--- config.mk ---
export PLATFORM = sky130hd
export DESIGN_NAME = papt_cell
export DESIGN_NICKNAME = d
export VERILOG_FILES = /design/src/rtl/papt_pkg.sv /design/src/rtl/papt_cell.sv
export SDC_FILE = /design/constraint.sdc
export NUM_CORES = 1
export LEC_CHECK = 0
export BUFFER_PORTS_ARGS = -buffer_cell sky130_fd_sc_hd__buf_2
export CORE_AREA = 2 2 222 224
export DETAILED_ROUTE_END_ITERATION = 10
export DIE_AREA = 0 0 224 226
export HOLD_SLACK_MARGIN = 0.02
export REMOVE_ABC_BUFFERS = 1
export SLEW_MARGIN = 30
export SYNTH_ARGS = -nofsm -noshare
export SYNTH_HDL_FRONTEND = slang
export SYNTH_SLANG_ARGS = --single-unit
--- constraint.sdc ---
create_clock -name clk -period 4.2 [get_ports clk]
set_input_delay 0.84 -clock clk [delete_from_list [all_inputs] [get_ports clk]]
set_output_delay 0.84 -clock clk [all_outputs]
set_load 0.01 [all_outputs]
--- src/rtl/papt_pkg.sv ---
`default_nettype none
package papt_pkg;

  // fixed field widths
  localparam int unsigned COORD_WIDTH = 16;
  localparam int unsigned COEF_WIDTH = 32;
  localparam int unsigned COEF_FRAC_BITS = 16;
  localparam int unsigned RES_WIDTH = 32;
  localparam int unsigned CFG_DATA_WIDTH = 64;
  localparam int unsigned CFG_IDX_WIDTH = 3;

  // datapath widths
  localparam int unsigned PROD_W = COEF_WIDTH + COORD_WIDTH;
  localparam int unsigned SUM_W = PROD_W + 2;
  localparam int unsigned QUO_W = RES_WIDTH + 1;

  // register indexes
  localparam logic [CFG_IDX_WIDTH-1:0] REG_MODE = 3'd0;
  localparam logic [CFG_IDX_WIDTH-1:0] REG_PAIR_A = 3'd1;
  localparam logic [CFG_IDX_WIDTH-1:0] REG_PAIR_B = 3'd2;
  localparam logic [CFG_IDX_WIDTH-1:0] REG_PAIR_C = 3'd3;
  localparam logic [CFG_IDX_WIDTH-1:0] REG_PAIR_D = 3'd4;
  localparam logic [CFG_IDX_WIDTH-1:0] REG_M22 = 3'd5;

  // register reset values
  localparam logic [CFG_DATA_WIDTH-1:0] RST_PAIR_A = 64'd65536;
  localparam logic [CFG_DATA_WIDTH-1:0] RST_PAIR_B = 64'd0;
  localparam logic [CFG_DATA_WIDTH-1:0] RST_PAIR_C = 64'd65536;
  localparam logic [CFG_DATA_WIDTH-1:0] RST_PAIR_D = 64'd0;
  localparam logic [COEF_WIDTH-1:0] RST_M22 = 32'd65536;

  typedef struct packed {
    logic signed [COORD_WIDTH-1:0] x_in;
    logic signed [COORD_WIDTH-1:0] y_in;
  } in_req_t;

  typedef struct packed {
    logic signed [RES_WIDTH-1:0] x_out;
    logic signed [RES_WIDTH-1:0] y_out;
    logic divide_by_zero;
  } out_req_t;

  // matrix coefficients
  typedef struct packed {
    logic signed [COEF_WIDTH-1:0] m00;
    logic signed [COEF_WIDTH-1:0] m01;
    logic signed [COEF_WIDTH-1:0] m02;
    logic signed [COEF_WIDTH-1:0] m10;
    logic signed [COEF_WIDTH-1:0] m11;
    logic signed [COEF_WIDTH-1:0] m12;
    logic signed [COEF_WIDTH-1:0] m20;
    logic signed [COEF_WIDTH-1:0] m21;
    logic signed [COEF_WIDTH-1:0] m22;
  } coef_t;

  // state handed from cell to cell of the divider chain
  typedef struct packed {
    logic valid;
    logic persp;
    logic dz;
    logic neg_x;
    logic neg_y;
    logic ovf_x;
    logic ovf_y;
    logic [SUM_W-1:0] rem_x;
    logic [SUM_W-1:0] rem_y;
    logic [SUM_W-1:0] den;
    logic [QUO_W-1:0] quo_x;
    logic [QUO_W-1:0] quo_y;
    logic signed [RES_WIDTH-1:0] aff_x;
    logic signed [RES_WIDTH-1:0] aff_y;
  } dvc_t;

  // clamp a sign and magnitude to a signed 32 bit result
  function automatic logic signed [RES_WIDTH-1:0] sat32(input logic neg,
                                                       input logic [SUM_W-1:0] v);
    logic [SUM_W-1:0] max_pos;
    logic [RES_WIDTH-1:0] low;
    max_pos = SUM_W'({1'b0, {(RES_WIDTH-1){1'b1}}});
    low = v[RES_WIDTH-1:0];
    if (!neg) begin
      sat32 = (v > max_pos) ? {1'b0, {(RES_WIDTH-1){1'b1}}} : low;
    end else begin
      sat32 = (v > max_pos + SUM_W'(1)) ? {1'b1, {(RES_WIDTH-1){1'b0}}} : (~low + 1'b1);
    end
  endfunction

endpackage
`default_nettype wire

--- src/rtl/papt_cell.sv ---
`default_nettype none
module papt_cell #(
  parameter int unsigned BIT = 0
) (
  input  wire logic           clk,
  input  wire logic           rst_n,
  input  wire logic           en,
  input  wire papt_pkg::dvc_t cell_in,
  output papt_pkg::dvc_t      cell_out
);

  localparam int unsigned SW = papt_pkg::SUM_W;
  localparam int unsigned WW = SW + papt_pkg::QUO_W;

  papt_pkg::dvc_t cell_r, cell_nxt;
  logic [WW-1:0] trial;
  logic take_x, take_y;

  // one restoring step per quotient bit
  always_comb begin
    trial = WW'(cell_in.den) << BIT;
    take_x = WW'(cell_in.rem_x) >= trial;
    take_y = WW'(cell_in.rem_y) >= trial;
    cell_nxt = cell_in;
    if (take_x) begin
      cell_nxt.rem_x = cell_in.rem_x - SW'(trial);
      cell_nxt.quo_x[BIT] = 1'b1;
    end
    if (take_y) begin
      cell_nxt.rem_y = cell_in.rem_y - SW'(trial);
      cell_nxt.quo_y[BIT] = 1'b1;
    end
  end

  always_ff @(posedge clk) begin
    if (!rst_n) begin
      cell_r <= '0;
    end else if (en) begin
      cell_r <= cell_nxt;
    end
  end

  assign cell_out = cell_r;

endmodule
`default_nettype wire

# ---- Word-level counts from Yosys, hierarchy flattened
# Cells that the tools add are included.
dict set report word_totals {
  reg_bits 287
}
dict set report classes {
  addsub 2
  magnitude_cmp 2
  n_mux 4
}
# op count
set op_table {}
lappend op_table {{$ge A50 B50 Y1} 2}
lappend op_table {{$mux W50} 2}
lappend op_table {{$sub A50 B50 Y50} 2}
lappend op_table {{$mux W1} 2}

# ---- Logic depth before layout (Yosys ltp)
dict set report depth {
  ltp_word 2
  ltp_mapped 15
}

# ---- Worst setup path after synthesis
# Ideal clock, no wire load.
dict set report synth_path {
  path_type {input port to flip-flop}
  startpoint {input cell_in[180] (netlist bit)}
  endpoint {register cell_r, in the netlist cell_out[216]}
  arrival_time_ps 3392
  required_time_ps 4080
  slack_ps 688
  stages 13
  path_cell_list {inv_1 > ha_1 > fa_1 > nor2b_1 > o31ai_1 > a211oi_2 > nor2_1 > o31ai_4 > a21boi_2 > o41ai_4 > buf_2 > o21ai_0 > o31a_1}
}
dict set report synth_between {
  elab_chain_len 2
  word_cells_on_any_way 3
  classes_between {add/sub (1); order compare (1); mux (1)}
}
# item line_no
set synth_lines {}
lappend synth_lines {{start: declaration} papt_cell.sv:8} ;# input wire papt_pkg::dvc_t cell_in,
lappend synth_lines {{$sub A50 B50 Y50 or $ge A50 B50 Y1 (tied branches)} {papt_cell.sv:30, papt_cell.sv:23}}
lappend synth_lines {{$mux W50 *} papt_cell.sv:29} ;# if (take_y) begin
lappend synth_lines {{end signal: assignment} papt_cell.sv:39} ;# cell_r <= cell_nxt;
lappend synth_lines {{end: declaration} papt_cell.sv:15} ;# papt_pkg::dvc_t cell_r, cell_nxt;
# Mark *: on every way between the ends. The rest lies on a longest branch, timed or not.
# A chain may end at the register's enable or synchronous reset.

# ---- Worst setup path in the final report
dict set report layout_path {
  startpoint {input cell_in[130] (netlist bit)}
  endpoint {register cell_r, in the netlist cell_out[191]}
}
# Same word-level chain as after synthesis.

==> out/results.tsv <==
stage	metric	value	unit
timing	hold_viol	0	
critical_path	critPathMaxStageDelay	0.43	ns
critical_path	path_cells	buf_2, ha_1, fa_1, nor2b_1, o31ai_1, a211oi_2, nor2_1, o31ai_4, a21boi_2, o41ai_4, buf_12, nor2_1, a21oi_1, mux2i_1, nor2_1	
timing	finalSetupViolations	0	
detailed_routing	drtIter0Drc	921	
detailed_routing	avgRoutedWirePerCell	19.52	um
finish	fin_cells	3191	
floorplan	die-area	50620	um^2
detailed_routing	drt-vias-per-instance	5.214	
synthesis	ys_seq_area_share	34.43	%
detailed_routing	drcViolationCount	0	
global_routing	antenna_found_initial	18	
synthesis	yosysUniqueCellTypes	67	
critical_path	crit_required	4.68	ns
timing	fin_skew	0	ns
detailed_routing	dr.pass1.iters	7	
clock_tree	ctsResizeCount	0	
power	leakage	10.93	nW
timing	rsz0062_at_grt	false	
global_routing	met3_usage	4.736	%
power	max-vdd-ir-drop	0.0003483	V
finish	layout.nets	2925	
floorplan	die_h	226	um
critical_path	crit_top_cell	nor2_1	
synthesis	netlist_area	16690	um^2
finish	syn2layout_area_growth	28.91	%
timing	period_needed	3.642	ns
synthesis	synth_cells	2010	
critical_path	arrival	4.12	ns
global_routing	grt_overflow	0	
floorplan	io_pins	577	
critical_path	crit_fanout	51	
critical_path	critPathSlowestCell	fa_1	
clock_tree	numClockSinks	287	
critical_path	critPathKind	input pin to flip-flop	
clock_tree	postCtsSetupRepairBufs	0	
synthesis	ys_top_cells_by_count	nor2_1, dfxtp_1, mux2i_1, a21oi_1, o21ai_0	
critical_path	end_kind	flip-flop	
placed_design	dp_hpwl	49260	um
global_routing	grt_start_max_net_pins	137	
global_routing	use_met1	28.18	%
synthesis	synth-edff-count	0	
global_routing	gr-usage-met2	40.32	%
timing	setup_tns	0	ns
synthesis	synthFlopType	dfxtp_1	
power	pwr_density_cell	393.5	nW/um^2
clock_tree	tritoncts	yes	
detailed_routing	detail-route-antenna-nets	0	
timing	relSlewSlack	33.42	%
run	drv_cap	0	
timing	slew_viol_final	0	
synthesis	yosys-top-cells-area	dfxtp_1, mux2i_1, nor2_1	
synthesis	synth.most_common_cell	nor2_1	
hold_path	hold_class	flip-flop to flip-flop	
clock_tree	ctsRootBufferMaster	clkbuf_16	
timing	tightest_slew	0.9986	ns
finish	design_area	21520	um^2
synthesis	avgSynthCellArea	8.303	um^2
floorplan	fp.coreArea	48340	um^2
placed_design	place_area	20240	um^2
global_routing	grt_pass1_wl	91940	um
detailed_routing	routed_wl	62280	um
detailed_routing	vias	16640	
synthesis	yosysWarnings	0	
critical_path	start_kind	input pin	
finish	n_fill_cell	4848	
synthesis	synth.largest_area_cell	dfxtp_1	
finish	multi_input_area	10150	um^2
floorplan	dieWidth	224	um
finish	largest_reg_flops	287	
timing	fin_crit_sh	86.72	%
synthesis	async_flop_share	0	%
synthesis	synth_top_area_share	34.43	%
global_routing	grt_pass1_vias	16050	
clock_tree	cts_buffer_depth	3	
global_routing	busiest_layer	met2	
finish	final-seq-area	5746	um^2
synthesis	synth_seq_cells	287	
global_routing	grt.total_usage	23.35	%
timing	fmaxAchievable	274.5	MHz
outcome	status	finished, final reports clean	
placed_design	portBuffers	576	
clock_tree	cts_hold_buf	0	
clock_tree	clk_latency	0.56	ns
floorplan	row_count	81	
clock_tree	htree_levels	2	
placed_design	gp_congestion	0.9578	
finish	final_core_util	44.51	%
placed_design	dp_cells	3116	
placed_design	place_ws	0.04996	ns
finish	layout-drive-gt1-share	26.78	%
timing	fin_ws	0.5576	ns
clock_tree	cts_buffers	37	
clock_tree	path_clk_slew	0.05	ns
floorplan	initial_utilization	34.52	%
==> metrics by stage <==
stage               total power, mW  hold WS [ns]
floorplan                     4.381        0.5021
global placement              5.228        0.4622
detailed placement            5.249        0.4708
CTS                           8.550        0.4791
global route                  8.886        0.4922
finish                        8.466        0.4781
==> area by class of cell <==
type	instances	share of cell area (%)
antenna	11	0.1279
clock buffer	48	4.728
timing repair buffer	612	15.17
sequential	287	26.70
tap	622	3.617
multi-input combinational	1517	47.19
clock inverter	16	1.076
inverter	78	1.396
==> power breakdown <==
part	total, mW	internal [mW]	switching [mW]
clock	3.26	1.93	1.33
combinational	2.18	0.909	1.27
sequential	3.03	2.93	0.107
total	8.47	5.76	2.70
==> cells by family (layout without fill, tap and decap cells) <==
group / after synthesis / after routing / share of synthesized area, %
compound gates: 516 / 516 / 19.77
xor+xnor: 89 / 89 / 4.671
fa+ha+maj: 102 / 102 / 7.737
buf+inv: 206 / 754 / 4.798
flops: 287 / 287 / 34.43
mux: 226 / 226 / 13.55
other cells: 0 / 11 / 0
simple gates: 584 / 584 / 15.05
==> worst max-delay path, delay by kind of cell <==
kind,cells,cell delay (ns)
mux,1,0.11
buf+inv,2,0.44
fa+ha+maj,2,0.67
simple gates,4,0.53
compound gates,6,1.49
==> cell usage in the layout, fill, tap and decap left out, types with 58 or more instances in the layout <==
master | synthesis | final
inv_1 | 78 | 77
nor2_1 | 342 | 342
mux2i_1 | 226 | 226
nand2_1 | 101 | 101
o21ai_0 | 105 | 105
a21oi_1 | 160 | 160
a211oi_1 | 58 | 58
dfxtp_1 | 287 | 287
a21o_1 | 68 | 68
buf_2 | 13 | 575
ha_1 | 100 | 100
==> path summary, 6_finish.rpt <==
kind | cells past startpoint | endpoint | from | slack [ns]
setup / recovery | 15 | cell_out[191] | cell_in[130] | 0.56
hold / removal | 1 | cell_out[249] | cell_out[249] | 0.48
setup reg to reg | 2 | cell_out[237] | cell_out[237] | 3.43
hold reg to reg | 1 | cell_out[249] | cell_out[249] | 0.48
==> metal layers <==
layer	part of all wire (%)	routed length, um	up-vias
met3	6.8	4262	124
met5	0.088	55	-
met4	3.7	2289	8
li1	-	-	8152
met2	48	30080	583
met1	41	25590	7770
Power figures use the tool's default switching activity.
